### config.mk
export PLATFORM = sky130hd
export DESIGN_NAME = ifs_front
export DESIGN_NICKNAME = d
export VERILOG_FILES = /design/src/sv/ifs_pkg.sv /design/src/sv/ifs_front.sv
export SDC_FILE = /design/constraint.sdc
export NUM_CORES = 1
export LEC_CHECK = 0
export BUFFER_PORTS_ARGS = -buffer_cell sky130_fd_sc_hd__buf_2
export CORE_MARGIN = 8
export CORE_UTILIZATION = 35
export CTS_CLUSTER_SIZE = 20
export DETAILED_ROUTE_END_ITERATION = 16
export GPL_TIMING_DRIVEN = 0
export HOLD_SLACK_MARGIN = 0.08
export PLACE_DENSITY = 0.63
export SKIP_LAST_GASP = 1
export SYNTH_ARGS = -nofsm -noshare
export SYNTH_HDL_FRONTEND = slang
export SYNTH_SLANG_ARGS = --single-unit
### constraint.sdc
create_clock -name clk -period 9.7 [get_ports clk]
set_input_delay 0.97 -clock clk [delete_from_list [all_inputs] [get_ports clk]]
set_output_delay 0.97 -clock clk [all_outputs]
set_load 0.01 [all_outputs]
### src/sv/ifs_pkg.sv
`default_nettype none

package ifs_pkg;

    // field and scaling constants
    localparam int FIELD_W    = 16;
    localparam int COORD_BITS = 16;
    localparam int SCALE      = 1024;
    localparam int SCORE_W    = 26;

    // squared distance: two squares of COORD_BITS-bit values plus a carry
    localparam int DSQ_W     = 2 * COORD_BITS + 1;
    localparam int SCL_LOG   = $clog2(SCALE);
    localparam int SSQ_W     = 2 * SCL_LOG + 1;
    localparam logic [SSQ_W-1:0] SCALE_SQ = SSQ_W'(SCALE * SCALE);

    // radicand padded to an even width, root takes half of it
    localparam int SCALED_W  = DSQ_W + 2 * SCL_LOG;
    localparam int RAD_W     = SCALED_W + (SCALED_W % 2);
    localparam int ROOT_W    = RAD_W / 2;
    localparam int REM_W     = ROOT_W + 2;
    localparam int LOSS_W    = FIELD_W + ROOT_W;

    // one beat as it travels along the root cells
    typedef struct packed {
        logic [REM_W-1:0]   rem;
        logic [ROOT_W-1:0]  root;
        logic [RAD_W-1:0]   rad;
        logic [FIELD_W-1:0] strength;
        logic [FIELD_W-1:0] decay;
    } ifs_sq_t;

endpackage

`default_nettype wire

### src/sv/ifs_front.sv
`default_nettype none

module ifs_front
    import ifs_pkg::*;
(
    input  wire logic               clk,
    input  wire logic               rst_n,
    input  wire logic               in_valid,
    output logic                    in_ready,
    input  wire logic [FIELD_W-1:0] source_row,
    input  wire logic [FIELD_W-1:0] source_col,
    input  wire logic [FIELD_W-1:0] cell_row,
    input  wire logic [FIELD_W-1:0] cell_col,
    input  wire logic [FIELD_W-1:0] strength,
    input  wire logic [FIELD_W-1:0] decay,
    output logic                    out_valid,
    input  wire logic               out_ready,
    output ifs_sq_t                 out_sq
);

    logic v1_reg, v2_reg, v3_reg;
    logic rdy1, rdy2, rdy3;

    logic [COORD_BITS-1:0] dr_reg, dc_reg;
    logic [FIELD_W-1:0]    str1_reg, dec1_reg;
    logic [2*COORD_BITS-1:0] sqr_reg, sqc_reg;
    logic [FIELD_W-1:0]    str2_reg, dec2_reg;
    ifs_sq_t               sq_reg;

    logic [COORD_BITS-1:0] sr, sc, cr, cc;
    logic [COORD_BITS-1:0] dr_next, dc_next;
    logic [DSQ_W-1:0]      dsq;
    ifs_sq_t               sq_next;

    // per-stage ready, bubbles collapse
    assign rdy3     = !v3_reg || out_ready;
    assign rdy2     = !v2_reg || rdy3;
    assign rdy1     = !v1_reg || rdy2;
    assign in_ready = rdy1;

    // absolute coordinate differences
    always_comb
    begin
        sr = source_row[COORD_BITS-1:0];
        sc = source_col[COORD_BITS-1:0];
        cr = cell_row[COORD_BITS-1:0];
        cc = cell_col[COORD_BITS-1:0];
        dr_next = (sr >= cr) ? (sr - cr) : (cr - sr);
        dc_next = (sc >= cc) ? (sc - cc) : (cc - sc);
    end

    // sum of squares scaled into the radicand
    always_comb
    begin
        dsq              = DSQ_W'(sqr_reg) + DSQ_W'(sqc_reg);
        sq_next.rem      = '0;
        sq_next.root     = '0;
        sq_next.rad      = RAD_W'(SCALED_W'(dsq) * SCALED_W'(SCALE_SQ));
        sq_next.strength = str2_reg;
        sq_next.decay    = dec2_reg;
    end

    // valid bits
    always_ff @(posedge clk or negedge rst_n)
    begin
        if (!rst_n)
        begin
            v1_reg <= 1'b0;
            v2_reg <= 1'b0;
            v3_reg <= 1'b0;
        end
        else
        begin
            if (rdy1) v1_reg <= in_valid;
            if (rdy2) v2_reg <= v1_reg;
            if (rdy3) v3_reg <= v2_reg;
        end
    end

    // payload stages
    always_ff @(posedge clk)
    begin
        if (rdy1 && in_valid)
        begin
            dr_reg   <= dr_next;
            dc_reg   <= dc_next;
            str1_reg <= strength;
            dec1_reg <= decay;
        end
        if (rdy2 && v1_reg)
        begin
            sqr_reg  <= dr_reg * dr_reg;
            sqc_reg  <= dc_reg * dc_reg;
            str2_reg <= str1_reg;
            dec2_reg <= dec1_reg;
        end
        if (rdy3 && v2_reg)
        begin
            sq_reg <= sq_next;
        end
    end

    assign out_valid = v3_reg;
    assign out_sq    = sq_reg;

endmodule

`default_nettype wire

==> results_dict.tcl, run 1 <==
set metrics [dict create \
    syn_inst 2749 \
    regToRegStartpoint "dc_reg[4]" \
    start_util_pct 35.2 \
    maxCapViolCount 0 \
    rsz0062_at_grt "no" \
    end_kind "flip-flop" \
    grt_max_degree 66 \
    final_hold_viol_count 0 \
    rows 102 \
    fp.dieW_microns 294 \
    ios 244 \
    worst-endpoint-required_ns 10.06 \
    cts_tree "done" \
    port_buffers 166 \
    diodes 0 \
    die_area_sq_mm 0.0866 \
    drive_gt1_share_pct 11.0 \
    fmax_ghz 0.140 \
    drt.antenna.violating_nets 0 \
    startpoint_type "flip-flop" \
    min_path_type "in2async" \
    core_sq_mm 0.0771 \
    cts_max_path_buffers 3 \
    min_period_ns 7.13 \
    drc 0 \
    cts-resized-gates 0 \
    criticalPathCategory "reg2reg" \
    n_fill_cell 7727 \
    drt_wl_total_mm 61.2 \
    die_h_microns 294 \
    track_usage_pct 14.1 \
    clock-sinks 226 \
    finalCritPeriodShare_pct 73.5 \
    hpwl_mm 51.0 \
    slew_viol_final 0 \
    fin_util_pct 39.5 \
    antenna_found_initial 0 \
    nets 3742 \
    largest_reg_flops 65 \
    grt_first_pass_wirelength_mm 99.9 \
    fin_cells 4081 \
    setup_viol 0 \
    slew_headroom_pct 36.5 \
    syn2layout_area_growth_pct 12.3 \
    seq_area_frac_synth_pct 25.0 \
    vias_per_cell 4.68 \
    reg2reg_slack_ns 2.57 \
    grt_pass1_vias 19700 \
    tns_ns 0 \
    gp_congestion 0.879 \
    synth-main-ff-cell "edfxtp_1" \
    finClkSkew_ns 0.0146 \
    worstSkewPairLatency_ns 0.56 \
    syn_area_per_cell_sq_um 9.86 \
    clk_pin_slew_ns 0.06 \
    cts_buffers 26 \
    reg2reg_depth 22 \
    cts_hold_buf 0 \
    synth_area_sq_mm 0.0271 \
    crit_fanout 10 \
    yosysUniqueCellTypes 81 \
    ys.warnings.count 0 \
    outcome "complete, no violations" \
    num_vias 19100 \
    dp.cells 4033 \
    async_flop_share_pct 1.33 \
    rr_endpoint "sqc_reg[30]" \
    htreeDepth 1 \
    post_cts_buffers 0 \
    cp.arrival_ns 7.49 \
    worst_pin_slew_ns 0.929 \
    wl_per_cell_microns 15.0 \
    synth_edf_count 223 \
    drtPass1Iterations 5 \
    drtIter0Drc 1108 \
    root_buffer "clkbuf_16" \
    grt_overflow_total 0 \
    ys_seq_elements 226 \
]
## cell usage in the layout (no fill, tap or decap), types with 5 or more instances in the layout
master,netlist,routed
mux2i_1,29,29
ha_1,293,293
clkbuf_16,0,26
and3_1,19,19
edfxtp_1,223,223
o21bai_1,14,14
o22ai_1,5,5
o211ai_1,11,11
nand2b_1,20,20
xnor2_1,74,74
xor2_1,47,47
and2_1,85,82
a31o_2,12,12
conb_1,1,77
inv_1,593,593
o31ai_1,9,9
nand2_1,209,209
clkinv_1,0,7
fa_1,328,328
a21oi_1,132,132
nor4_1,6,6
clkbuf_1,76,80
nor3_1,22,22
a31oi_1,16,16
a21o_1,72,72
buf_2,5,171
nand4_1,30,30
or2_2,8,8
a211oi_1,17,17
nor2_1,108,108
o21ai_0,53,53
buf_4,78,78
nor2b_1,30,30
o21a_1,15,15
or3_1,7,7
nand3_1,21,21
## synthesized netlist by cell type, types with 6 or more instances
cell type    n  area [sq um]
nor3_1      22           110
or3_1        7          43.8
a31oi_1     16           100
nor4_1       6          37.5
nor2b_1     30           188
and2_1      85           532
ha_1       293          3670
xnor2_1     74           648
o31ai_1      9          67.6
nand3_1     21           105
and3_1      19           119
edfxtp_1   223          6700
fa_1       328          6570
mux2i_1     29           290
a21o_1      72           541
nor2_1     108           405
o21a_1      15           113
xor2_1      47           412
a21oi_1    132           661
buf_4       78           586
or2_2        8          50.1
o21ai_0     53           265
nand2_1    209           785
a211oi_1    17           128
o211ai_1    11          82.6
a31o_2      12           105
o21bai_1    14           105
nand4_1     30           188
nand2b_1    20           125
clkbuf_1    76           285
inv_1      593          2230
## kinds of logic after synthesis
| kind of cell | Yosys count | share of synthesized area [%] |
|---|---|---|
| buffers and inverters | 762 | 11.9 |
| adders and majority gates | 621 | 37.7 |
| and+or+nand+nor | 580 | 10.4 |
| AOI/OAI and AO/OA | 405 | 9.81 |
| DFF | 226 | 25.0 |
| xor gates and xnor gates | 121 | 3.91 |
| muxes | 33 | 1.24 |
| other | 1 | 0.0138 |
## final cells by class
type,count,area (sq um),area share (%)
Timing Repair Buffer,168,886,2.91
Clock buffer,30,666,2.19
Buffer,169,1010,3.30
Inverter,593,2230,7.31
Clock inverter,18,181,0.596
Sequential cell,226,6770,22.2
Multi-Input combinational cell,1837,17400,57.2
Tap cell,1040,1300,4.27
## critical path, stage by stage, from the launching register on
cell and delay [ns]:
edfxtp_1 0.46, clkbuf_1 0.40, clkbuf_1 0.56, nand2_1 0.22
fa_1 0.53, inv_1 0.05, fa_1 0.47, inv_1 0.05
fa_1 0.41, inv_1 0.09, fa_1 0.45, fa_1 0.55
inv_1 0.05, fa_1 0.48, inv_1 0.04, ha_1 0.26
clkbuf_1 0.27, nand4_1 0.12, o21bai_1 0.20, a2111o_1 0.48
a21oi_1 0.42, nor4_1 0.10, a311oi_1 0.28
## metrics by stage
| step | hold slack [ns] | setup slack [ns] | cell area, sq um |
|---|---|---|---|
| 2_1_floorplan | 0.400 | 3.55 | 27400 |
| 3_3_place_gp | 0.400 | 2.66 | 29500 |
| 3_5_place_dp | 0.405 | 2.66 | 29600 |
| 4_1_cts | 0.163 | 2.62 | 30400 |
| 5_1_grt | 0.158 | 2.09 | 30400 |
| 6_report | 0.195 | 2.57 | 30400 |
## layer usage
layer	vias to the layer above	wire length [microns]	track usage [%]	part of all wire, %
li1	9267	-	-	-
met1	9246	28100	19.7	46
met2	535	27100	22.5	44
met3	68	4840	3.06	7.9
met4	0	1130	2.72	1.8
met5	-	0	0	0
## how the worst max path moves through the flow
stage / slack [ns] / from / endpoint / cells after the start
after floorplan: 3.55 / dc_reg[8] / sqc_reg[26] / 23
after global routing: 2.09 / dc_reg[4] / sqc_reg[30] / 22
after global placement: 2.66 / dc_reg[4] / sqc_reg[30] / 22
after detailed placement: 2.66 / dr_reg[1] / sqr_reg[29] / 22
final: 2.57 / dc_reg[4] / sqc_reg[30] / 22
after CTS: 2.62 / dc_reg[4] / sqc_reg[30] / 20
Power of run 1 is not shown: default switching activity piles up to over one toggle a cycle in this logic, so the estimate is an artifact.
==> run 2: changes to the inputs <==
clock period = 6.9 ns   (was 9.7 ns; I/O delays follow)
==> run 2 against run 1 <==
Hold slack better by 0.11 ns. Clock skew increased by 0.00058 ns. Clock-buffer cell count stayed put. Critical path type unchanged. Worst setup slack got worse by 2.3 ns. Final cell count up 0.32%. Critical path depth stayed put. Sequential cell count unchanged. Design area is 0.69% higher. Die area did not move. Wire length increased by 0.18%. Largest cell class unchanged. Sequential share of layout area down 0.15 points.
==> results_dict.tcl, run 2 (same netlist as run 1, synthesis figures left out) <==
set metrics [dict create \
    hpwl_mm 51.0 \
    worstSkewPairLatency_ns 0.56 \
    final_hold_viol_count 0 \
    crit_fanout 10 \
    min_period_ns 6.63 \
    cts_tree "done" \
    criticalPathCategory "reg2reg" \
    grt_first_pass_wirelength_mm 99.9 \
    cts_max_path_buffers 3 \
    core_sq_mm 0.0771 \
    tns_ns 0 \
    grt_overflow_total 0 \
    root_buffer "clkbuf_16" \
    clock-sinks 226 \
    min_path_type "in2reg" \
    drtIter0Drc 1095 \
    clk_pin_slew_ns 0.06 \
    num_vias 19200 \
    syn2layout_area_growth_pct 13.0 \
    die_area_sq_mm 0.0866 \
    maxCapViolCount 0 \
    drt_wl_total_mm 61.3 \
    max_stage_delay_ns 0.59 \
    cp_slowest_cell "edfxtp_1" \
    end_kind "flip-flop" \
    diodes 0 \
    die_h_microns 294 \
    worst-endpoint-required_ns 7.21 \
    cp_top_family "adder cells" \
    drive_gt1_share_pct 12.8 \
    slew_viol_final 0 \
    nets 3755 \
    setup_viol 0 \
    fp.dieW_microns 294 \
    wl_per_cell_microns 15.0 \
    crit_chain "buf_2 -> nand2_1 -> fa_1 -> inv_1 -> ha_1 -> a21o_1 -> fa_1 -> inv_1 -> fa_1 -> inv_1 -> fa_1 -> inv_1 -> fa_1 -> inv_1 -> ha_2 -> nand2_1 -> o21ai_0 -> a31oi_1 -> a2111o_1 -> and2_1 -> or3_1 -> and4_1" \
    ios 244 \
    crit_buf_inv 6 \
    rows 102 \
    drt.antenna.violating_nets 0 \
    antenna_found_initial 0 \
    track_usage_pct 14.1 \
    seqCellArea_sq_mm 0.00677 \
    finalCritPeriodShare_pct 96.1 \
    largest_reg_flops 65 \
    final_common_cell "inv_1" \
    drtPass1Iterations 5 \
    cts_buffers 26 \
    startpoint_type "flip-flop" \
    drc 0 \
    start_util_pct 35.2 \
    outcome "complete, no violations" \
    cp.arrival_ns 6.94 \
    final_cell_mix "inv_1 (593), fa_1 (328), ha_1 (292)" \
    finClkSkew_ns 0.0152 \
    grt_max_degree 66 \
    htreeDepth 1 \
    fmax_ghz 0.151 \
    multiInputGateArea_sq_mm 0.0174 \
    rsz0062_at_grt "no" \
    grt_pass1_vias 19700 \
    port_buffers 166 \
    vias_per_cell 4.68 \
    gp_congestion 0.879 \
    slew_headroom_pct 37.0 \
    n_fill_cell 7702 \
    worst_pin_slew_ns 0.921 \
]
-- run 2: worst reg2reg max path, cell delays in order, from the launching register on --
cell	delay, ns
edfxtp_1	0.59
buf_2	0.39
nand2_1	0.14
fa_1	0.54
inv_1	0.05
ha_1	0.20
a21o_1	0.17
fa_1	0.54
inv_1	0.06
fa_1	0.52
inv_1	0.05
fa_1	0.47
inv_1	0.05
fa_1	0.47
inv_1	0.05
ha_2	0.38
nand2_1	0.06
o21ai_0	0.28
a31oi_1	0.16
a2111o_1	0.50
and2_1	0.23
or3_1	0.36
and4_1	0.15
-- run 2: path summary, 6_finish.rpt --
kind	to	startpoint	depth (start not counted)	slack [ns]
max	sqc_reg[26]	dc_reg[7]	22	0.27
min	dec1_reg[11]	decay[11]	1	0.31
max reg2reg	sqc_reg[26]	dc_reg[7]	22	0.27
min reg2reg	out_sq[10]	dec2_reg[10]	0	0.42
max in group asynchronous	v1_reg	rst_n	2	6.34
min in group asynchronous	v2_reg	rst_n	2	0.46
-- run 2: layer usage --
metal	global-route usage (%)	vias up	share of wire [%]
met1	19.7	9307	47
met2	22.5	492	45
met4	2.72	0	1.7
met3	3.06	65	7.0
met5	0	-	0
li1	-	9298	-
-- run 2: repair_timing --
action | 4_1_cts | 5_1_grt
gates cloned | 0 | 0
pin swaps | 0 | 1
hold buffers | 1 | 0
buffers inserted | 0 | 18
gates resized for setup | 11 | 62
hold endpoints to repair | 3 | 0
setup endpoints to repair | 12 | 19
-- run 2: cell type report --
| class | instances | share of cell area [%] |
|---|---|---|
| Buffer | 163 | 3.37 |
| Tap cell | 1040 | 4.25 |
| Timing Repair Buffer | 187 | 3.36 |
| Sequential cell | 226 | 22.1 |
| Multi-Input combinational cell | 1837 | 56.9 |
| Clock buffer | 30 | 2.17 |
| Inverter | 593 | 7.26 |
| Clock inverter | 18 | 0.592 |
-- run 2: metrics by stage --
step | instance area (sq um) | setup slack, ns | utilization, % | cells | hold WS, ns
after CTS | 30500 | -0.000685 | 39.5 | 4081 | 0.271
after floorplan | 27400 | 0.750 | - | 2825 | 0.394
after detailed placement | 29600 | -0.142 | 38.4 | 4033 | 0.405
after global placement | 29500 | -0.137 | 38.3 | 4031 | 0.400
after global routing | 30700 | 0.00439 | 39.8 | 4094 | 0.273
final | 30700 | 0.270 | 39.8 | 4094 | 0.307
Power of run 2 is left out for the same reason.
