--- src/sv/ifs_pkg.sv ---
`default_nettype none

package ifs_pkg;

    // field and scaling constants
    localparam int FIELD_W    = 16;
    localparam int COORD_BITS = 16;
    localparam int SCALE      = 1024;
    localparam int SCORE_W    = 26;

    // squared distance: two squares of COORD_BITS-bit values plus a carry
    localparam int DSQ_W     = 2 * COORD_BITS + 1;
    localparam int SCL_LOG   = $clog2(SCALE);
    localparam int SSQ_W     = 2 * SCL_LOG + 1;
    localparam logic [SSQ_W-1:0] SCALE_SQ = SSQ_W'(SCALE * SCALE);

    // radicand padded to an even width, root takes half of it
    localparam int SCALED_W  = DSQ_W + 2 * SCL_LOG;
    localparam int RAD_W     = SCALED_W + (SCALED_W % 2);
    localparam int ROOT_W    = RAD_W / 2;
    localparam int REM_W     = ROOT_W + 2;
    localparam int LOSS_W    = FIELD_W + ROOT_W;

    // one beat as it travels along the root cells
    typedef struct packed {
        logic [REM_W-1:0]   rem;
        logic [ROOT_W-1:0]  root;
        logic [RAD_W-1:0]   rad;
        logic [FIELD_W-1:0] strength;
        logic [FIELD_W-1:0] decay;
    } ifs_sq_t;

endpackage

`default_nettype wire

--- src/sv/ifs_root_cell.sv ---
`default_nettype none

module ifs_root_cell
    import ifs_pkg::*;
(
    input  wire logic    clk,
    input  wire logic    rst_n,
    input  wire logic    in_valid,
    output logic         in_ready,
    input  wire ifs_sq_t in_sq,
    output logic         out_valid,
    input  wire logic    out_ready,
    output ifs_sq_t      out_sq
);

    logic    v_reg;
    logic    rdy;
    ifs_sq_t sq_reg;
    ifs_sq_t sq_next;

    logic [REM_W-1:0] rem_sh;
    logic [REM_W-1:0] trial;
    logic             take;

    assign rdy      = !v_reg || out_ready;
    assign in_ready = rdy;

    // one root digit: bring down two radicand bits, try root*4+1
    always_comb
    begin
        rem_sh = {in_sq.rem[REM_W-3:0], in_sq.rad[RAD_W-1:RAD_W-2]};
        trial  = {in_sq.root, 2'b01};
        take   = (rem_sh >= trial);
        sq_next          = in_sq;
        sq_next.rem      = take ? (rem_sh - trial) : rem_sh;
        sq_next.root     = {in_sq.root[ROOT_W-2:0], take};
        sq_next.rad      = {in_sq.rad[RAD_W-3:0], 2'b00};
    end

    always_ff @(posedge clk or negedge rst_n)
    begin
        if (!rst_n)
            v_reg <= 1'b0;
        else if (rdy)
            v_reg <= in_valid;
    end

    always_ff @(posedge clk)
    begin
        if (rdy && in_valid)
            sq_reg <= sq_next;
    end

    assign out_valid = v_reg;
    assign out_sq    = sq_reg;

endmodule

`default_nettype wire

--- config.mk ---
export PLATFORM = sky130hd
export DESIGN_NAME = ifs_root_cell
export DESIGN_NICKNAME = d
export VERILOG_FILES = /design/src/sv/ifs_pkg.sv /design/src/sv/ifs_root_cell.sv
export SDC_FILE = /design/constraint.sdc
export NUM_CORES = 1
export LEC_CHECK = 0
export BUFFER_PORTS_ARGS = -buffer_cell sky130_fd_sc_hd__buf_4
export CAP_MARGIN = 20
export CORE_ASPECT_RATIO = 1.2
export CORE_MARGIN = 2
export CORE_UTILIZATION = 51
export DETAILED_ROUTE_END_ITERATION = 16
export MAX_ROUTING_LAYER = met4
export PLACE_DENSITY_LB_ADDON = 0.05
export RECOVER_POWER = 25
export SETUP_SLACK_MARGIN = 0.4
export SYNTH_ARGS = -nofsm -noshare
export SYNTH_HDL_FRONTEND = slang
export SYNTH_SLANG_ARGS = --single-unit
--- constraint.sdc ---
create_clock -name clk -period 6.44 [get_ports clk]
set_input_delay 0.966 -clock clk [delete_from_list [all_inputs] [get_ports clk]]
set_output_delay 0.966 -clock clk [all_outputs]
set_load 0.01 [all_outputs]
==> flow_metrics.tcl, run 1 <==
set metrics [dict create \
    remaining_drc_errors 0 \
    synth_flop_cell "edfxtp_1" \
    drv_cap 0 \
    fin_skew_ns 0.00737 \
    io_buffer_count 285 \
    syn_inst 473 \
    grt_pass1_vias 4893 \
    yosys.area.top_type_share_pct 66.0 \
    syn_area_per_cell_um2 13.5 \
    via_count 4858 \
    initial_utilization_pct 52.3 \
    p_clk_share_pct 37.5 \
    grt_usage_pct 27.4 \
    fin_crit_ns 3.73 \
    rrSetupSlack_ns 3.83 \
    num_rows 44 \
    p_sw_share_pct 24.8 \
    first_pass_iters 5 \
    fin_setup_tns_ns 0 \
    die_area_um2 13400 \
    yosysTopAreaCell "edfxtp_1" \
    tightestPinTransition_ns 1.08 \
    yosys.cell_count.top_type "edfxtp_1" \
    clk_path_buf_depth 2 \
    cts_root_buf "clkbuf_16" \
    synth_common_cells "edfxtp_1, a21oi_1, inv_1" \
    cp_data_required_time_ns 6.60 \
    ys_ff_latch 141 \
    internal-power_mw 1.85 \
    layout-drive-gt1-share_pct 41.4 \
    p_leak_nw 3.92 \
    p_comb_share_pct 17.7 \
    ys_types 53 \
    routed_wl_mm 17.8 \
    power_frac_seq_pct 44.8 \
    slew_headroom_pct 27.8 \
    fp.dieH_um 126 \
    cts_tree "yes" \
    yosysWarnings 0 \
    grt_setup_unrepaired "no" \
    synth_sequential_area_ratio_pct 66.4 \
    ir_drop_v 0.000176 \
    synth.cell_area_um2 6370 \
    async_flop_share_pct 0.709 \
    core-area_um2 12200 \
    critPathMaxFanout 41 \
    cts_setup_buffers 0 \
    min_path_type "input pin to asynchronous set/reset pin" \
    cts_inserted_buffers 17 \
    cp-start-kind "input pin" \
    grt_overflow 0 \
    power_density_nw_per_um2 270 \
    hold_viol 0 \
    cts_resized 0 \
    grt_pass1_wl_mm 26.6 \
    antenna_found_initial 0 \
    nFillCells 811 \
    status "finished, final reports clean" \
    cts_sinks 141 \
    place_hpwl_mm 13.2 \
    rr_endpoint "out_sq[128]" \
    place.gp.congestion 0.873 \
    final-max-slew-violation-count 0 \
    syn_to_final_growth_pct 43.6 \
    arrival_ns 3.89 \
    ioPinCount 290 \
    critPathCaptureType "flip-flop" \
    diodes 0 \
    finalSetupViolCount 0 \
    wl_per_cell_um 19.0 \
    die_w_um 106 \
    synth_area_leaders "edfxtp_1, ha_1, a21oi_1" \
    reg2reg_depth 3 \
    multi_input_area_um2 1880 \
    r2r_start "out_valid" \
    dr.first_iter.drc_count 330 \
    grt_max_degree 83 \
    vias_per_cell 5.18 \
    worst_hold_slack_ns 0.335 \
    nNetsFinal 938 \
    hold_buffers 0 \
    htreeDepth 4 \
    ant_nets 0 \
    clock_latency_ns 0.41 \
    crit_type "input pin to flip-flop" \
    clkTransAtPathRegs_ns 0.06 \
    p_sw_uw 613 \
    synth_edf_count 140 \
    regArea_um2 4230 \
    fin_crit_sh_pct 58.0 \
    max_freq_ghz 0.268 \
]
[sequential cells by signal (all words and copies together), names as in the netlist]
signal	flops
out_sq	140
out_valid	1
[worst max-delay path, cell delays in order]
cell,delay [ns]
clkbuf_4,0.10
inv_1,0.04
ha_1,0.41
nand2_1,0.20
nor3_2,0.35
a221oi_2,0.15
a21oi_2,0.24
a31oi_2,0.16
o21a_4,0.32
inv_2,0.53
mux2_2,0.41
[per-stage QoR]
stage	setup slack (ns)	util (%)	area (µm²)	total power, mW	cells
after global placement	2.35	70.8	8610	1.55	905
after detailed placement	2.31	70.8	8610	1.56	905
final	2.71	75.1	9140	2.47	937
after global routing	2.47	75.1	9140	2.56	937
after CTS	2.74	75.3	9160	2.49	937
after floorplan	1.53	-	6370	1.37	474
[placed cells by master, fill, tap and decap left out, drive strengths merged, types with 8 or more instances in the layout]
| master | count |
|---|---|
| a21oi | 50 |
| buf | 181 |
| clkbuf | 123 |
| clkinv | 9 |
| edfxtp | 140 |
| ha | 29 |
| inv | 40 |
| nand2 | 28 |
| nor2 | 34 |
| nor2b | 8 |
| o21ai | 22 |
| xnor2 | 15 |
| xor2 | 8 |
[power by group through the flow]
stage	registers, mW	logic (mW)	clock network [mW]
2_1_floorplan	1.16	0.206	0
3_3_place_gp	1.12	0.428	0
3_5_place_dp	1.12	0.438	0
4_1_cts	1.11	0.442	0.941
5_1_grt	1.11	0.474	0.973
6_report	1.11	0.436	0.926
[worst max-delay path by stage]
stage / start / endpoint / cells after the start / slack (ns)
floorplan: out_ready / out_sq[0] / 2 / 1.53
global placement: in_sq[91] / out_sq[124] / 11 / 2.35
global route: in_sq[91] / out_sq[124] / 11 / 2.47
finish: in_sq[95] / out_sq[124] / 11 / 2.71
CTS: in_sq[94] / out_sq[124] / 11 / 2.74
detailed placement: in_sq[94] / out_sq[124] / 11 / 2.31
[routing by layer]
metal / wire, µm / track usage, % / vias to the layer above
met1: 6290 / 28.5 / 2274
met3: 1580 / 9.40 / 36
met5: 0 / - / -
li1: - / - / 2329
met2: 9460 / 46.9 / 219
met4: 509 / 12.2 / 0
[cell families after synthesis]
| family | share of synthesized area [%] |
|---|---|
| XOR/XNOR | 3.16 |
| buffers and inverters | 4.09 |
| flip-flops | 66.4 |
| AO/OA/AOI/OAI | 12.0 |
| multiplexers | 0.589 |
| AND/OR/NAND/NOR | 8.00 |
| adder cells (fa/ha/maj) | 5.70 |
| other | 0.0589 |
[layout make-up]
| cell class | count | share of cell area [%] |
|---|---|---|
| clock buffers | 18 | 4.69 |
| clock inverters | 14 | 1.38 |
| inverters | 39 | 1.60 |
| multi-input cells | 278 | 20.6 |
| flip-flops and latches | 141 | 46.3 |
| well taps | 161 | 2.20 |
| repair buffers | 286 | 23.2 |
(Power assumes the default switching activity.)
==> run 2: changes to the inputs <==
ABC_AREA = 1   (was default)
CORE_UTILIZATION = 44   (was 51)
clock period = 3.4 ns   (was 6.44 ns; I/O delays follow)
==> run 2 against run 1 <==
Net effect:
- worst hold slack worse by 0.055 ns
- cell count up 35%
- total power is 92% higher
- sequential share of layout area shrank 4.8 points
- non-clock buffer count increased by 7
- register-to-register slack got worse by 2.2 ns
- largest cell class unchanged
- largest power group unchanged
- highest routed layer unchanged
==> flow_metrics.tcl, run 2 <==
set metrics [dict create \
    hold_viol 0 \
    synth.cell_area_um2 7220 \
    reg2reg_depth 2 \
    synth_top_family_by_area "simple AND/OR/NAND/NOR gates" \
    synth_flop_cell "edfxtp_1" \
    grt_max_degree 55 \
    p_clk_share_pct 36.5 \
    cp-start-kind "input pin" \
    first_pass_iters 4 \
    synth_area_leaders "edfxtp_1, nand2_1, inv_1" \
    place.gp.congestion 0.922 \
    grt_usage_pct 21.6 \
    setup.worst_path.end "out_sq[138]" \
    slew_headroom_pct 44.5 \
    hold_buffers 1 \
    r2r_start "out_valid" \
    largest_register_ffs 140 \
    place_ws_ns 0.825 \
    syn_inst 740 \
    initial_utilization_pct 44.7 \
    tightestPinTransition_ns 0.831 \
    rrSetupSlack_ns 1.59 \
    ant_nets 0 \
    synth_edf_count 140 \
    yosys.area.top_type_share_pct 58.2 \
    multi_input_area_um2 2390 \
    cts_inserted_buffers 17 \
    cp_data_required_time_ns 3.69 \
    min_path_type "input pin to flip-flop" \
    power_frac_seq_pct 44.1 \
    status "finished, final reports clean" \
    regArea_um2 4230 \
    wl_per_cell_um 14.4 \
    cts_root_buf "clkbuf_16" \
    synth_compound_area_share_pct 1.42 \
    critPathMaxFanout 16 \
    max_freq_ghz 0.461 \
    syn_area_per_cell_um2 9.75 \
    synthSimpleGateAreaFrac_pct 24.9 \
    grt_pass1_wl_mm 28.0 \
    clk_path_buf_depth 2 \
    via_count 5879 \
    place_hpwl_mm 14.5 \
    synth_xor_xnor_area_share_pct 1.46 \
    die_w_um 121 \
    final_common_cell "nand2_1" \
    synth_common_cells "nand2_1, edfxtp_1, inv_1" \
    p_sw_mw 1.27 \
    power_density_nw_per_um2 464 \
    setup_ws_ns 1.23 \
    internal-power_mw 3.47 \
    yosysTopAreaCell "edfxtp_1" \
    fin_crit_ns 2.17 \
    cts_setup_buffers 0 \
    core-area_um2 16100 \
    fin_crit_sh_pct 63.8 \
    remaining_drc_errors 0 \
    fin_skew_ns 0.00753 \
    ys_types 27 \
    ioPinCount 290 \
    vias_per_cell 4.64 \
    critPathCaptureType "flip-flop" \
    cts_sinks 141 \
    fin_setup_tns_ns 0 \
    grt_pass1_vias 5755 \
    cts_resized 0 \
    syn_to_final_growth_pct 41.2 \
    nFillCells 1493 \
    clock_latency_ns 0.42 \
    ys_ff_latch 141 \
    worstSetupStartpoint "in_sq[105]" \
    arrival_ns 2.45 \
    grt_setup_unrepaired "no" \
    antenna_found_initial 0 \
    crit_type "input pin to flip-flop" \
    synth.area.mux_share_pct 0 \
    yosys.cell_count.top_type "nand2_1" \
    yosysWarnings 0 \
    dr.first_iter.drc_count 298 \
    hp-start "in_sq[95]" \
    routed_wl_mm 18.2 \
    die_area_um2 17400 \
    grt_overflow 0 \
    diodes 0 \
    final-max-slew-violation-count 0 \
    p_leak_nw 5.02 \
    rr_endpoint "out_sq[128]" \
    synthAdderAreaFrac_pct 5.03 \
    synth_sequential_area_ratio_pct 58.6 \
    nNetsFinal 1219 \
    fp.dieH_um 144 \
    p_comb_share_pct 19.4 \
    final_util_pct 63.1 \
    cts_tree "yes" \
    drv_cap 0 \
    htreeDepth 4 \
    num_rows 51 \
    layout-drive-gt1-share_pct 34.8 \
    mostFrequentLayoutCells "nand2_1, buf_4, edfxtp_1" \
    clkTransAtPathRegs_ns 0.06 \
    async_flop_share_pct 0.709 \
    p_sw_share_pct 26.7 \
    ir_drop_v 0.000283 \
    io_buffer_count 285 \
    finalSetupViolCount 0 \
]
run 2: changes by cell type in the layout (fill, tap and decap cells not counted), sizes merged, moves of 8 or more:
cell	previous run	this run
nand2	28	259
nor2	34	43
nor2b	8	0
a21oi	50	17
nand3	6	70
inv	40	142
o21ai	22	2
xnor2	15	1
run 2: critical path, stage by stage:
cell	delay, ns
clkbuf_4	0.11
inv_1	0.04
ha_1	0.37
nand2_1	0.17
nor2_2	0.07
nand2_1	0.12
nor2_2	0.06
nand3_1	0.13
nand3_2	0.10
nor2_4	0.38
buf_12	0.23
nand3_1	0.08
nand2_1	0.09
run 2: worst min-delay path by stage:
stage | cells after the start | slack (ns) | end
2_1_floorplan | 0 | 0.21 | out_valid
3_3_place_gp | 1 | 0.29 | out_valid
3_5_place_dp | 1 | 0.29 | out_valid
4_1_cts | 1 | 0.24 | out_sq[70]
5_1_grt | 1 | 0.26 | out_sq[21]
6_report | 1 | 0.28 | out_sq[96]
run 2: kinds of logic after synthesis:
kind of cell / Yosys count
compound gates: 20
xor+xnor: 12
fa+ha+maj: 29
buf+inv: 147
flops: 141
other cells: 1
simple gates: 390
run 2: cell type report:
cell class | count | share of cell area (%)
clock inverter | 13 | 1.14
sequential | 141 | 41.5
timing repair buffer | 293 | 21.9
inverter | 138 | 5.21
multi-input combinational | 453 | 23.4
clock buffer | 18 | 4.21
tap | 212 | 2.60
run 2: power groups by stage:
stage,sequential [mW],clock (mW),combinational (mW)
floorplan,2.19,0,0.446
global placement,2.12,0,0.921
detailed placement,2.12,0,0.932
CTS,2.09,1.77,0.937
global route,2.10,1.83,1.03
finish,2.09,1.73,0.919
run 2: per-layer routing:
metal,vias up,global-route usage [%],wire length [µm]
li1,3003,-,-
met5,-,-,0
met4,0,7.65,370
met2,172,38.4,9750
met1,2677,23.6,7010
met3,27,5.09,1090
run 2: stage by stage:
step,area (µm²),total power [mW],hold slack [ns],std cells
2_1_floorplan,7250,2.64,0.214,741
3_3_place_gp,9640,3.04,0.285,1236
3_5_place_dp,9640,3.06,0.287,1236
4_1_cts,10200,4.79,0.237,1268
5_1_grt,10200,4.95,0.255,1268
6_report,10200,4.73,0.280,1268
==> run 3: changes to the inputs <==
clock period = 1.8 ns   (was 3.4 ns; I/O delays follow)
==> run 3 against run 2 <==
Net effect:
- cell count is 17% higher
- register-to-register slack worse by 1.2 ns
- count of clock-buffer cells in the layout is 1 lower
- sequential cell count stayed put
- clock power is 95% higher
- global-route usage is 5.0 points higher
- setup slack worse by 1.1 ns
==> flow_metrics.tcl, run 3 (synthesized netlist as in run 2, its figures left out) <==
set metrics [dict create \
    drv_cap 0 \
    cts_sinks 141 \
    largest_register_ffs 140 \
    core-area_um2 16100 \
    wl_per_cell_um 15.9 \
    power_density_nw_per_um2 770 \
    diodes 0 \
    grt_setup_unrepaired "yes" \
    routed_wl_mm 23.6 \
    final_util_pct 81.7 \
    syn_to_final_growth_pct 82.6 \
    vias_per_cell 4.72 \
    remaining_drc_errors 0 \
    place_ws_ns -0.607 \
    arrival_ns 1.86 \
    htreeDepth 4 \
    clock_latency_ns 0.43 \
    fin_skew_ns 0.0140 \
    grt_pass1_vias 7047 \
    finalSetupViolCount 0 \
    multi_input_area_um2 3300 \
    worst_hold_slack_ns 0.0186 \
    status "finished, final reports clean" \
    grt_overflow 0 \
    die_area_um2 17400 \
    mostFrequentLayoutCells "buf_4, nand2_1, edfxtp_1" \
    ioPinCount 290 \
    regArea_um2 4230 \
    nFillCells 1018 \
    fp.dieH_um 144 \
    nNetsFinal 1430 \
    grt_pass1_wl_mm 34.2 \
    dr.first_iter.drc_count 319 \
    first_pass_iters 4 \
    grt_usage_pct 26.6 \
    layout-drive-gt1-share_pct 53.2 \
    grt_max_degree 70 \
    num_rows 51 \
    fin_area_um2 13200 \
    ant_nets 0 \
    final_common_cell "buf_4" \
    hold_viol 0 \
    crit_type "input pin to flip-flop" \
    io_buffer_count 285 \
    cp-start-kind "input pin" \
    critPathMaxFanout 7 \
    place_hpwl_mm 16.1 \
    place.gp.congestion 0.921 \
    max_freq_ghz 0.597 \
    initial_utilization_pct 44.7 \
    cts_tree "yes" \
    dpl-instance-area_um2 11100 \
    via_count 6987 \
    setup_ws_ns 0.124 \
    ir_drop_v 0.000562 \
    cp_data_required_time_ns 1.98 \
    final-max-slew-violation-count 0 \
    clk_path_buf_depth 2 \
    antenna_found_initial 0 \
    critPathCaptureType "flip-flop" \
    cts_inserted_buffers 17 \
    fin_crit_sh_pct 93.1 \
    min_path_type "input pin to flip-flop" \
    cts_root_buf "clkbuf_16" \
    die_w_um 121 \
    fin_setup_tns_ns 0 \
    fin_crit_ns 1.68 \
    clkTransAtPathRegs_ns 0.07 \
    p_leak_nw 6.25 \
]
run 3: cell types whose count changed in the layout (fill, tap and decap cells not counted), moves of 9 or more:
cell	previous run	this run
inv_2	2	17
dlygate4sd3_1	1	64
ha_4	0	27
buf_6	0	35
inv_1	135	106
clkbuf_4	104	81
nand3_4	0	9
inv_4	0	13
buf_4	183	296
nand2_2	4	55
nand2_4	1	22
nand3_1	42	26
nand2_1	254	181
ha_1	29	1
run 3: repair_timing:
| action | CTS | global route |
|---|---|---|
| hold endpoints to repair | 59 | 5 |
| endpoints found under the setup margin | 30 | 58 |
| cloned | 4 | 2 |
| hold buffers | 59 | 5 |
| buffers inserted | 23 | 8 |
| pin swaps | 55 | 58 |
| resized for setup | 91 | 85 |
run 3: area by class of cell:
type                            count  area share, %
Sequential cell                   141           32.1
Inverter                          138           4.27
Timing Repair Buffer              503           32.3
Multi-Input combinational cell    454           25.1
Clock buffer                       17           3.23
Clock inverter                     15           1.08
Tap cell                          212           2.01
run 3: metal layers:
metal	GRT usage (%)	up-vias	routed length, µm
met5	-	-	0
met4	10.5	0	602
met3	5.48	46	1300
met2	50.0	243	13200
met1	26.8	3272	8450
li1	-	3426	-
run 3: final timing paths:
| path | slack (ns) | end | cells past startpoint | startpoint |
|---|---|---|---|---|
| max | 0.12 | out_sq[135] | 15 | in_sq[99] |
| min | 0.02 | out_sq[100] | 1 | in_sq[99] |
| max reg2reg | 0.41 | out_sq[31] | 3 | out_valid |
| min reg2reg | 0.57 | out_valid | 2 | out_valid |
| max in group asynchronous | 1.52 | out_valid | 2 | rst_n |
| min in group asynchronous | 0.19 | out_valid | 2 | rst_n |
run 3: report_power, final:
group          total (mW)  switching (mW)  internal (mW)
clock                3.38            1.54           1.83
combinational        2.82            1.38           1.44
sequential           3.95          0.0603           3.89
run 3: critical path: stages:
cell and delay, ns:
buf_8 0.10, inv_4 0.05, ha_4 0.20, buf_6 0.12
nand2_4 0.08, inv_2 0.05, nand2_2 0.07, nand2_2 0.07
nand2_2 0.07, nand2_4 0.06, a21oi_4 0.17, nand3_4 0.19
buf_12 0.22, nand3_4 0.06, nand2_2 0.06
run 3: metrics by stage:
step | total power, mW | std cells
final | 10.1 | 1480
after global routing | 10.6 | 1480
after CTS | 10.0 | 1465
after detailed placement | 6.27 | 1347
after global placement | 6.23 | 1347
after floorplan | 5.15 | 741
