--- src/sv/ifs_pkg.sv ---
`default_nettype none

package ifs_pkg;

    // field and scaling constants
    localparam int FIELD_W    = 16;
    localparam int COORD_BITS = 16;
    localparam int SCALE      = 1024;
    localparam int SCORE_W    = 26;

    // squared distance: two squares of COORD_BITS-bit values plus a carry
    localparam int DSQ_W     = 2 * COORD_BITS + 1;
    localparam int SCL_LOG   = $clog2(SCALE);
    localparam int SSQ_W     = 2 * SCL_LOG + 1;
    localparam logic [SSQ_W-1:0] SCALE_SQ = SSQ_W'(SCALE * SCALE);

    // radicand padded to an even width, root takes half of it
    localparam int SCALED_W  = DSQ_W + 2 * SCL_LOG;
    localparam int RAD_W     = SCALED_W + (SCALED_W % 2);
    localparam int ROOT_W    = RAD_W / 2;
    localparam int REM_W     = ROOT_W + 2;
    localparam int LOSS_W    = FIELD_W + ROOT_W;

    // one beat as it travels along the root cells
    typedef struct packed {
        logic [REM_W-1:0]   rem;
        logic [ROOT_W-1:0]  root;
        logic [RAD_W-1:0]   rad;
        logic [FIELD_W-1:0] strength;
        logic [FIELD_W-1:0] decay;
    } ifs_sq_t;

endpackage

`default_nettype wire

--- src/sv/ifs_back.sv ---
`default_nettype none

module ifs_back
    import ifs_pkg::*;
(
    input  wire logic               clk,
    input  wire logic               rst_n,
    input  wire logic               in_valid,
    output logic                    in_ready,
    input  wire ifs_sq_t            in_sq,
    output logic                    out_valid,
    input  wire logic               out_ready,
    output logic [SCORE_W-1:0]      score
);

    logic v1_reg, v2_reg;
    logic rdy1, rdy2;

    logic [SCORE_W-1:0] peak_reg;
    logic [LOSS_W-1:0]  loss_reg;
    logic [SCORE_W-1:0] score_reg;
    logic [SCORE_W-1:0] score_next;
    logic [LOSS_W-1:0]  peak_wide;

    assign rdy2     = !v2_reg || out_ready;
    assign rdy1     = !v1_reg || rdy2;
    assign in_ready = rdy1;

    // peak minus loss, clamped at zero
    always_comb
    begin
        peak_wide  = LOSS_W'(peak_reg);
        score_next = (peak_wide > loss_reg) ? SCORE_W'(peak_wide - loss_reg) : '0;
    end

    always_ff @(posedge clk or negedge rst_n)
    begin
        if (!rst_n)
        begin
            v1_reg <= 1'b0;
            v2_reg <= 1'b0;
        end
        else
        begin
            if (rdy1) v1_reg <= in_valid;
            if (rdy2) v2_reg <= v1_reg;
        end
    end

    // decay times distance, then the output register
    always_ff @(posedge clk)
    begin
        if (rdy1 && in_valid)
        begin
            peak_reg <= SCORE_W'(32'(in_sq.strength) * SCALE);
            loss_reg <= LOSS_W'(in_sq.decay) * LOSS_W'(in_sq.root);
        end
        if (rdy2 && v1_reg)
            score_reg <= score_next;
    end

    assign out_valid = v2_reg;
    assign score     = score_reg;

endmodule

`default_nettype wire

--- config.mk ---
export PLATFORM = sky130hd
export DESIGN_NAME = ifs_back
export DESIGN_NICKNAME = d
export VERILOG_FILES = /design/src/sv/ifs_pkg.sv /design/src/sv/ifs_back.sv
export SDC_FILE = /design/constraint.sdc
export NUM_CORES = 1
export LEC_CHECK = 0
export BUFFER_PORTS_ARGS = -buffer_cell sky130_fd_sc_hd__buf_2
export CAP_MARGIN = 20
export CORE_MARGIN = 4
export CORE_UTILIZATION = 37
export CTS_CLUSTER_SIZE = 28
export DETAILED_ROUTE_END_ITERATION = 8
export GPL_ROUTABILITY_DRIVEN = 1
export GPL_TIMING_DRIVEN = 0
export MAX_ROUTING_LAYER = met4
export PLACE_DENSITY = 0.54
export SKIP_CTS_REPAIR_TIMING = 1
export SYNTH_ARGS = -nofsm -noshare
export SYNTH_HDL_FRONTEND = slang
export SYNTH_SLANG_ARGS = --single-unit
--- constraint.sdc ---
create_clock -name clk -period 4.5 [get_ports clk]
set_input_delay 0.45 -clock clk [delete_from_list [all_inputs] [get_ports clk]]
set_output_delay 0.45 -clock clk [all_outputs]
set_load 0.02 [all_outputs]
==> results.yml, run 1 <==
clock_tree:
  cts_htree_levels: 3
  cts.root.buffer_cell: "sky130_fd_sc_hd__clkbuf_16"
  cts_sinks: 87
  tritoncts: "done"
  clkLatencyLatePin_ns: 0.34
  ctsLongestPathBuffers: 2
  cts_made_buffers: 9
  cts.reportedPaths.clkPinSlew_ns: 0.06
worst_setup_path:
  crit_path_max_fanout: 10
  setup.worst_path.start_class: "input pin"
  worst_r2r_startpoint: "loss_reg[0]"
  critPathMaxStageDelay_ns: 0.59
  critical-path-top-cell-by-count: "sky130_fd_sc_hd__fa_1"
  cp-end-kind: "flop"
  critPathSlowestCell: "sky130_fd_sc_hd__fa_2"
  timing.reg2reg.worst_path_depth: 7
  timing.setup.critical_path_class: "input pin to flop"
  critical_path_arrival_ns: 6.32
  timing.reg2reg.setup_slack_ns: 1.24
  r2r_endpoint: "score[21]"
  req_time_crit_path_ns: 4.56
  cell_chain_critical_path: "clkbuf_8 > buf_12 > nand2_1 > fa_1 > fa_2 > fa_1 > fa_1 > inv_2 > fa_1 > fa_1 > ha_4 > nand4_1 > a311o_1 > a211oi_4 > o21ai_2 > or4_4 > o211ai_1 > o311ai_2"
timing:
  min_period_ns: 6.26
  f_max_mhz: 160
  timing_worst_slew_pin_value_ns: 0.872
  slew_headroom_pct: 41.1
  layout_worst_path_cycle_share_pct: 139
  postLayoutSetupSlackWorst_ns: -1.76
  setup_clock_skew_after_layout_ns: 0.00699
  final.hold.worst_slack_ns: 0.283
  setup_viol: 32
  rsz0062_at_grt: "yes"
  slew_violations: 0
  timing_hold_violations_final: 0
route:
  pre_antenna_drt_iters: 6
  route.detailed.vias_per_inst: 5.13
  drc_violation_total_after_the_first_tritonroute_iteration: 738
  routed_wirelength_um: 52200
  final_routed_drc_violation_total: 0
  vias: 13700
  ant_nets: 0
  route.detailed.wl_per_inst_um: 19.6
run:
  maxCapViolations: 0
global_routing:
  grt_start_max_net_pins: 37
  grt_pass1_wl_um: 78800
  grt_antenna_before_repair: 2
  grt-ovfl-total: 0
  grt_use_total_pct: 20.5
  number_of_global_route_vias_before_repair: 14100
die:
  top_level_ports: 174
  core_sq_mm: 0.0470
  initial_cell_density_of_the_core_pct: 37.7
  rows: 79
  floorplan.die.height_um: 227
  die_w_um: 227
  design.die.area_sq_mm: 0.0514
outcome:
  status: "finished, violations left"
  violations: "negative setup slack"
logic_synthesis:
  synth.area.top_cells: "sky130_fd_sc_hd__fa_1 (39%), sky130_fd_sc_hd__edfxtp_1 (14%), sky130_fd_sc_hd__ha_1 (9.3%), sky130_fd_sc_hd__inv_1 (8.5%), sky130_fd_sc_hd__and2_1 (6.5%)"
  synth-main-ff-cell: "sky130_fd_sc_hd__edfxtp_1"
  cell_area_synth_sq_mm: 0.0177
  yosysUniqueCellTypes: 67
  mappedNetlistNets: 2512
  average_footprint_of_a_synthesized_cell_sq_um: 9.39
  netlist_instances: 1886
  synth_top_area_cell: "sky130_fd_sc_hd__fa_1"
  yosysWarnings: 0
  synthDominantCellAreaShare_pct: 39.3
  number_of_enable_flip_flop_cells_after_synthesis: 85
  number_of_storage_elements_in_the_synthesis_netlist: 87
  synth.yosys.seq_area_share_pct: 14.7
  asyncSetResetFlopFracSynth_pct: 2.30
cells_and_area:
  finalNonFillerCells: 2667
  nFillCells: 4471
  largest_reg_flops: 43
  nets: 2681
  final_cell_utilization_of_the_core_pct: 46.0
  antennaDiodeCount: 0
  syn_to_final_growth_pct: 22.1
  finish.instance_area_sq_mm: 0.0216
  drive_above_1_share_pct: 19.8
  commonest_cells_after_routing_fill_and_taps_aside: "sky130_fd_sc_hd__inv_1 (379), sky130_fd_sc_hd__fa_1 (331), sky130_fd_sc_hd__nand2_1 (274)"
  most_common_cell_after_layout_fill_and_taps_aside: "sky130_fd_sc_hd__inv_1"
placed_design:
  placed_area_sq_mm: 0.0192
  gpl_congestion: 0.950
  placed_cells: 2574
  place_hpwl_um: 41700
  buffer_ports.inserted: 80
hold_path:
  hold_path_class: "input pin to flop"
  min_path_cells: 1
  min-delay-start: "in_sq[25]"
  holdPathEnd: "peak_reg[19]"
## per-layer routing
layer / global-route usage [%] / vias up / part of all wire, %
li1: - / 6142 / -
met1: 26.5 / 7094 / 41
met2: 34.3 / 364 / 50
met3: 3.39 / 91 / 5.7
met4: 4.58 / 0 / 3.3
met5: - / - / 0
## critical path: cells and delay by family
kind | cells | cell delay, ns
fa+ha+maj | 7 | 3.33
simple gates | 3 | 0.85
compound gates | 5 | 1.32
buf+inv | 3 | 0.36
## layout make-up
class / instances / area [sq um] / area share, %
sequential: 87 / 2600 / 12.0
timing repair buffer: 163 / 1390 / 6.41
buffer: 83 / 1030 / 4.75
multi-input combinational: 1310 / 14000 / 64.9
inverter: 401 / 1510 / 6.98
tap: 607 / 759 / 3.51
clock inverter: 6 / 68.8 / 0.318
clock buffer: 10 / 229 / 1.06
## metrics by stage
step                worst slack [ns]  TNS (ns)
finish                         -1.76    -36.53
global route                   -1.93    -41.07
CTS                            -2.43    -60.32
detailed placement             -2.79    -73.24
global placement               -2.75    -71.78
floorplan                      -1.53    -36.06
## worst max path at each step
| stage | slack [ns] | endpoint | start | cells past startpoint |
|---|---|---|---|---|
| 6_report | -1.76 | loss_reg[42] | in_sq[3] | 18 |
| 5_1_grt | -1.93 | loss_reg[42] | in_sq[3] | 18 |
| 4_1_cts | -2.43 | loss_reg[41] | in_sq[99] | 20 |
| 3_5_place_dp | -2.79 | loss_reg[41] | in_sq[99] | 20 |
| 3_3_place_gp | -2.75 | loss_reg[31] | in_sq[99] | 20 |
| 2_1_floorplan | -1.53 | loss_reg[36] | in_sq[10] | 22 |
## synthesized netlist by cell type (5+ instances only)
| library cell | number |
|---|---|
| sky130_fd_sc_hd__nor4_1 | 8 |
| sky130_fd_sc_hd__nor3_1 | 34 |
| sky130_fd_sc_hd__o21a_1 | 9 |
| sky130_fd_sc_hd__inv_1 | 401 |
| sky130_fd_sc_hd__nand2_1 | 281 |
| sky130_fd_sc_hd__fa_1 | 348 |
| sky130_fd_sc_hd__nor2_1 | 30 |
| sky130_fd_sc_hd__nand2b_1 | 5 |
| sky130_fd_sc_hd__and2_1 | 185 |
| sky130_fd_sc_hd__o21bai_1 | 7 |
| sky130_fd_sc_hd__xor2_1 | 18 |
| sky130_fd_sc_hd__nand3_1 | 19 |
| sky130_fd_sc_hd__and3_1 | 6 |
| sky130_fd_sc_hd__nand4_1 | 13 |
| sky130_fd_sc_hd__ha_1 | 132 |
| sky130_fd_sc_hd__edfxtp_1 | 85 |
| sky130_fd_sc_hd__o21ai_0 | 15 |
| sky130_fd_sc_hd__xnor2_1 | 38 |
| sky130_fd_sc_hd__a21o_1 | 33 |
| sky130_fd_sc_hd__a211oi_1 | 5 |
| sky130_fd_sc_hd__a21oi_1 | 48 |
| sky130_fd_sc_hd__a31oi_1 | 6 |
| sky130_fd_sc_hd__clkbuf_1 | 83 |
## logic make-up after synthesis
group                    count (synthesis)  synth area share (%)
adder cells (fa/ha/maj)                480                  48.7
XOR/XNOR                                56                  2.77
AND/OR/NAND/NOR                        602                  16.7
AO/OA/AOI/OAI                          171                  6.74
flip-flops                              87                  14.7
multiplexers                             1                0.0565
buffers and inverters                  489                  10.4
Power of run 1 is left out: the tool's default activity adds up to more than one toggle a clock period on the data nets, which glitch-free logic cannot reach.
==> run 2, diff against run 1 <==
- CORE_UTILIZATION: 37 -> 39
- PLACE_DENSITY: 0.54 -> 0.57
- SETUP_SLACK_MARGIN: unset -> 0.4
==> run 2 against run 1 <==
  * The run still ends with negative setup slack left
  * Design area down 1.7%
  * Clock-buffer cell count increased by 1
  * Via count fell by 1.7%
  * Worst setup slack worse by 0.12 ns
  * Routed wire length decreased by 2.0%
  * Die area down 4.9%
  * Largest cell class unchanged
  * First-iteration DRC count is 16% higher
  * Non-clock buffer count fell by 27
  * Fmax shrank 1.9%
==> results.yml, run 2 (same netlist as run 1, synthesis figures left out) <==
outcome:
  status: "finished, violations left"
  violations: "negative setup slack"
die:
  die_w_um: 221
  initial_cell_density_of_the_core_pct: 39.8
  rows: 77
  design.die.area_sq_mm: 0.0489
  top_level_ports: 174
  floorplan.die.height_um: 221
  core_sq_mm: 0.0445
global_routing:
  grt_pass1_wl_um: 78900
  grt_use_met3_pct: 3.09
  grt_antenna_before_repair: 2
  global_routing_usage_on_met2_pct: 35.1
  number_of_global_route_vias_before_repair: 14200
  grt_use_total_pct: 21.2
  grt_start_max_net_pins: 37
  grt-ovfl-total: 0
  met1_usage_pct: 27.2
  grt_most_used_layer: "met2"
clock_tree:
  cts_htree_levels: 3
  tritoncts: "done"
  cts.root.buffer_cell: "sky130_fd_sc_hd__clkbuf_16"
  ctsLongestPathBuffers: 2
  clkLatencyLatePin_ns: 0.34
  cts_sinks: 87
  cts.reportedPaths.clkPinSlew_ns: 0.06
  cts_made_buffers: 9
worst_setup_path:
  req_time_crit_path_ns: 4.55
  crit_path_max_fanout: 8
  cp-end-kind: "flop"
  setup.worst_path.start_class: "input pin"
  critical_path_arrival_ns: 6.43
  timing.setup.critical_path_class: "input pin to flop"
  r2r_endpoint: "score[25]"
  worst_r2r_startpoint: "loss_reg[0]"
  timing.reg2reg.worst_path_depth: 7
  timing.reg2reg.setup_slack_ns: 1.25
hold_path:
  min_path_cells: 1
  holdPathEnd: "peak_reg[17]"
  min-delay-start: "in_sq[23]"
  hold_path_class: "input pin to flop"
route:
  route.detailed.vias_per_inst: 5.13
  route.detailed.wl_per_inst_um: 19.5
  drc_violation_total_after_the_first_tritonroute_iteration: 855
  vias: 13500
  final_routed_drc_violation_total: 0
  routed_wirelength_um: 51200
  ant_nets: 0
  pre_antenna_drt_iters: 5
timing:
  f_max_mhz: 157
  setup_clock_skew_after_layout_ns: 0.0105
  timing_worst_slew_pin_value_ns: 0.882
  layout_worst_path_cycle_share_pct: 142
  slew_violations: 0
  finalSetupTns_ns: -38.20
  timing_hold_violations_final: 0
  rsz0062_at_grt: "yes"
  postLayoutSetupSlackWorst_ns: -1.88
  setup_viol: 32
  slew_headroom_pct: 40.4
  min_period_ns: 6.38
  final.hold.worst_slack_ns: 0.282
placed_design:
  detailedPlace.worstSlack_ns: -2.78
  gpl_congestion: 0.937
  buffer_ports.inserted: 80
  place_hpwl_um: 41300
run:
  maxCapViolations: 0
cells_and_area:
  syn_to_final_growth_pct: 19.9
  largest_reg_flops: 43
  commonest_cells_after_routing_fill_and_taps_aside: "sky130_fd_sc_hd__inv_1 (388), sky130_fd_sc_hd__fa_1 (333), sky130_fd_sc_hd__nand2_1 (275)"
  nets: 2654
  drive_above_1_share_pct: 17.7
  most_common_cell_after_layout_fill_and_taps_aside: "sky130_fd_sc_hd__inv_1"
## run 2: area by class of cell
type,instances,area (sq um)
plain buffers,88,1040
well taps,592,741
multi-input cells,1310,13900
clock inverters,5,82.6
fillers,4244,23300
clock buffers,11,233
flip-flops and latches,87,2600
inverters,401,1510
repair buffers,131,1100
diodes,1,2.50
## run 2: worst max-delay path by stage
stage,from,endpoint,cells past startpoint
after floorplan,in_sq[10],loss_reg[36],22
after global placement,in_sq[99],loss_reg[31],20
after detailed placement,in_sq[99],loss_reg[41],20
after CTS,in_sq[99],loss_reg[41],20
after global routing,in_sq[5],loss_reg[42],21
final,in_sq[92],loss_reg[42],19
## run 2: critical path: stages
cell,delay [ns]
sky130_fd_sc_hd__buf_8,0.13
sky130_fd_sc_hd__buf_8,0.14
sky130_fd_sc_hd__and2_4,0.13
sky130_fd_sc_hd__fa_1,0.54
sky130_fd_sc_hd__inv_2,0.04
sky130_fd_sc_hd__fa_2,0.57
sky130_fd_sc_hd__fa_1,0.44
sky130_fd_sc_hd__fa_1,0.55
sky130_fd_sc_hd__inv_1,0.05
sky130_fd_sc_hd__fa_1,0.49
sky130_fd_sc_hd__fa_1,0.45
sky130_fd_sc_hd__ha_4,0.33
sky130_fd_sc_hd__nand4_1,0.18
sky130_fd_sc_hd__a311o_2,0.44
sky130_fd_sc_hd__a211oi_4,0.44
sky130_fd_sc_hd__o21ai_4,0.12
sky130_fd_sc_hd__or4_4,0.55
sky130_fd_sc_hd__o211ai_1,0.23
sky130_fd_sc_hd__o311ai_2,0.15
## run 2: layer usage
layer | share of wire [%] | vias to the layer above | routed length (um)
met5 | 0 | - | 0
li1 | - | 6098 | -
met1 | 40 | 6893 | 20700
met4 | 3.7 | 0 | 1870
met2 | 50 | 374 | 25400
met3 | 6.1 | 96 | 3150
## run 2: per-stage QoR
stage | std cells | instance area (sq um) | utilization (%)
after floorplan | 1886 | 18100 | -
after global placement | 2558 | 19300 | 43.3
after detailed placement | 2559 | 19300 | 43.3
after CTS | 2575 | 19600 | 44.0
after global routing | 2626 | 21200 | 47.7
final | 2626 | 21200 | 47.7
Power of run 2 is left out for the same reason.
==> run 3, diff against run 2 <==
- MAX_ROUTING_LAYER: met4 -> unset
==> run 3 against run 2 <==
  * The run still ends with negative setup slack left
  * Worst setup slack improved by 0.045 ns
  * Sequential share of layout area rose by 0.51 points
  * First-iteration DRC count fell by 7.5%
  * Clock-buffer cell count fell by 1
  * Hold slack got worse by 0.0021 ns
  * Non-clock buffer count fell by 22
  * Via count fell by 0.86%
  * Critical path depth did not move
  * Critical path type unchanged
==> results.yml, run 3 (same netlist as run 1, synthesis figures left out) <==
outcome:
  status: "finished, violations left"
  violations: "negative setup slack"
global_routing:
  grt_antenna_before_repair: 3
  grt-ovfl-total: 0
  grt_use_total_pct: 20.4
  grt_pass1_wl_um: 78500
  grt_use_met3_pct: 3.56
  number_of_global_route_vias_before_repair: 14100
  global_routing_usage_on_met2_pct: 35.1
  grt_start_max_net_pins: 37
  grt_most_used_layer: "met2"
  met1_usage_pct: 26.9
worst_setup_path:
  req_time_crit_path_ns: 4.56
  cp-end-kind: "flop"
  setup.worst_path.start_class: "input pin"
  critical_path_arrival_ns: 6.40
  timing.setup.critical_path_class: "input pin to flop"
  timing.reg2reg.worst_path_depth: 7
  crit_path_max_fanout: 9
die:
  top_level_ports: 174
  rows: 77
  design.die.area_sq_mm: 0.0489
  floorplan.die.height_um: 221
  initial_cell_density_of_the_core_pct: 39.8
  core_sq_mm: 0.0445
  die_w_um: 221
route:
  drc_violation_total_after_the_first_tritonroute_iteration: 791
  final_routed_drc_violation_total: 0
  routed_wirelength_um: 50100
  vias: 13300
  route.detailed.vias_per_inst: 5.12
  ant_nets: 0
  route.detailed.wl_per_inst_um: 19.2
  pre_antenna_drt_iters: 7
timing:
  timing_worst_slew_pin_value_ns: 0.889
  setup_clock_skew_after_layout_ns: 0.0117
  timing_hold_violations_final: 0
  slew_violations: 0
  postLayoutSetupSlackWorst_ns: -1.83
  min_period_ns: 6.33
  layout_worst_path_cycle_share_pct: 141
  f_max_mhz: 158
  slew_headroom_pct: 39.9
  setup_viol: 32
  rsz0062_at_grt: "yes"
clock_tree:
  clkLatencyLatePin_ns: 0.34
  cts_htree_levels: 3
  tritoncts: "done"
  cts.root.buffer_cell: "sky130_fd_sc_hd__clkbuf_16"
  cts_made_buffers: 9
  ctsLongestPathBuffers: 2
  cts_sinks: 87
  cts.reportedPaths.clkPinSlew_ns: 0.07
cells_and_area:
  nets: 2632
  drive_above_1_share_pct: 13.8
  syn_to_final_growth_pct: 15.2
  nFillCells: 4375
  commonest_cells_after_routing_fill_and_taps_aside: "sky130_fd_sc_hd__inv_1 (398), sky130_fd_sc_hd__fa_1 (338), sky130_fd_sc_hd__nand2_1 (278)"
  finalNonFillerCells: 2605
  sequential_cell_area_sq_mm: 0.00260
  largest_reg_flops: 43
  most_common_cell_after_layout_fill_and_taps_aside: "sky130_fd_sc_hd__inv_1"
  multiInputGateArea_sq_mm: 0.0136
placed_design:
  place_hpwl_um: 41300
  gpl_congestion: 0.921
  buffer_ports.inserted: 80
  placed_cells: 2559
hold_path:
  min_path_cells: 1
  hold_path_class: "input pin to flop"
run:
  maxCapViolations: 0
==> run 3: cell types whose count changed in the layout (fill, tap and decap cells not counted), sizes merged <==
| cell | previous run | this run |
|---|---|---|
| clkinvlp | 0 | 3 |
| buf | 188 | 152 |
| diode | 1 | 2 |
| bufinv | 2 | 0 |
| clkbuf | 41 | 54 |
==> run 3: layout make-up <==
class | count | area share (%)
clock buffers | 10 | 1.12
clock inverters | 6 | 0.221
repair buffers | 109 | 3.64
flip-flops and latches | 87 | 12.8
plain buffers | 88 | 4.45
multi-input cells | 1310 | 66.8
inverters | 401 | 7.38
diodes | 2 | 0.0245
well taps | 592 | 3.63
==> run 3: path summary, 6_finish.rpt <==
check,slack [ns],end,startpoint
max in group asynchronous,3.99,v1_reg,rst_n
min in group asynchronous,0.42,out_valid,rst_n
setup / recovery,-1.83,loss_reg[42],in_sq[4]
hold / removal,0.28,peak_reg[18],in_sq[24]
hold reg to reg,0.52,out_valid,v1_reg
setup reg to reg,1.11,score[25],loss_reg[0]
==> run 3: per-stage QoR <==
| step | instance area [sq um] | worst slack, ns | hold slack, ns | util, % | TNS, ns |
|---|---|---|---|---|---|
| floorplan | 18100 | -1.53 | 0.154 | - | -36.02 |
| global placement | 19300 | -2.70 | 0.235 | 43.3 | -70.63 |
| detailed placement | 19300 | -2.71 | 0.237 | 43.3 | -71.67 |
| CTS | 19600 | -2.36 | -0.134 | 43.9 | -58.90 |
| global route | 20400 | -1.97 | 0.258 | 45.8 | -45.52 |
| finish | 20400 | -1.83 | 0.280 | 45.8 | -39.23 |
==> run 3: per-layer routing <==
metal	vias up	routed length [um]
met5	-	0
met4	0	1360
met3	65	2510
met2	308	25100
met1	6931	21100
li1	6041	-
==> run 3: worst max-delay path: stages <==
cell	delay [ns]
sky130_fd_sc_hd__buf_6	0.13
sky130_fd_sc_hd__buf_8	0.14
sky130_fd_sc_hd__and2_1	0.17
sky130_fd_sc_hd__fa_1	0.53
sky130_fd_sc_hd__inv_1	0.05
sky130_fd_sc_hd__fa_2	0.53
sky130_fd_sc_hd__fa_1	0.44
sky130_fd_sc_hd__fa_1	0.54
sky130_fd_sc_hd__inv_1	0.05
sky130_fd_sc_hd__fa_1	0.49
sky130_fd_sc_hd__fa_1	0.45
sky130_fd_sc_hd__ha_4	0.32
sky130_fd_sc_hd__nand4_1	0.20
sky130_fd_sc_hd__a311o_1	0.41
sky130_fd_sc_hd__a211oi_4	0.40
sky130_fd_sc_hd__o21ai_2	0.13
sky130_fd_sc_hd__or4_4	0.55
sky130_fd_sc_hd__o211ai_1	0.24
sky130_fd_sc_hd__o311ai_2	0.14
Power of run 3 is left out for the same reason.
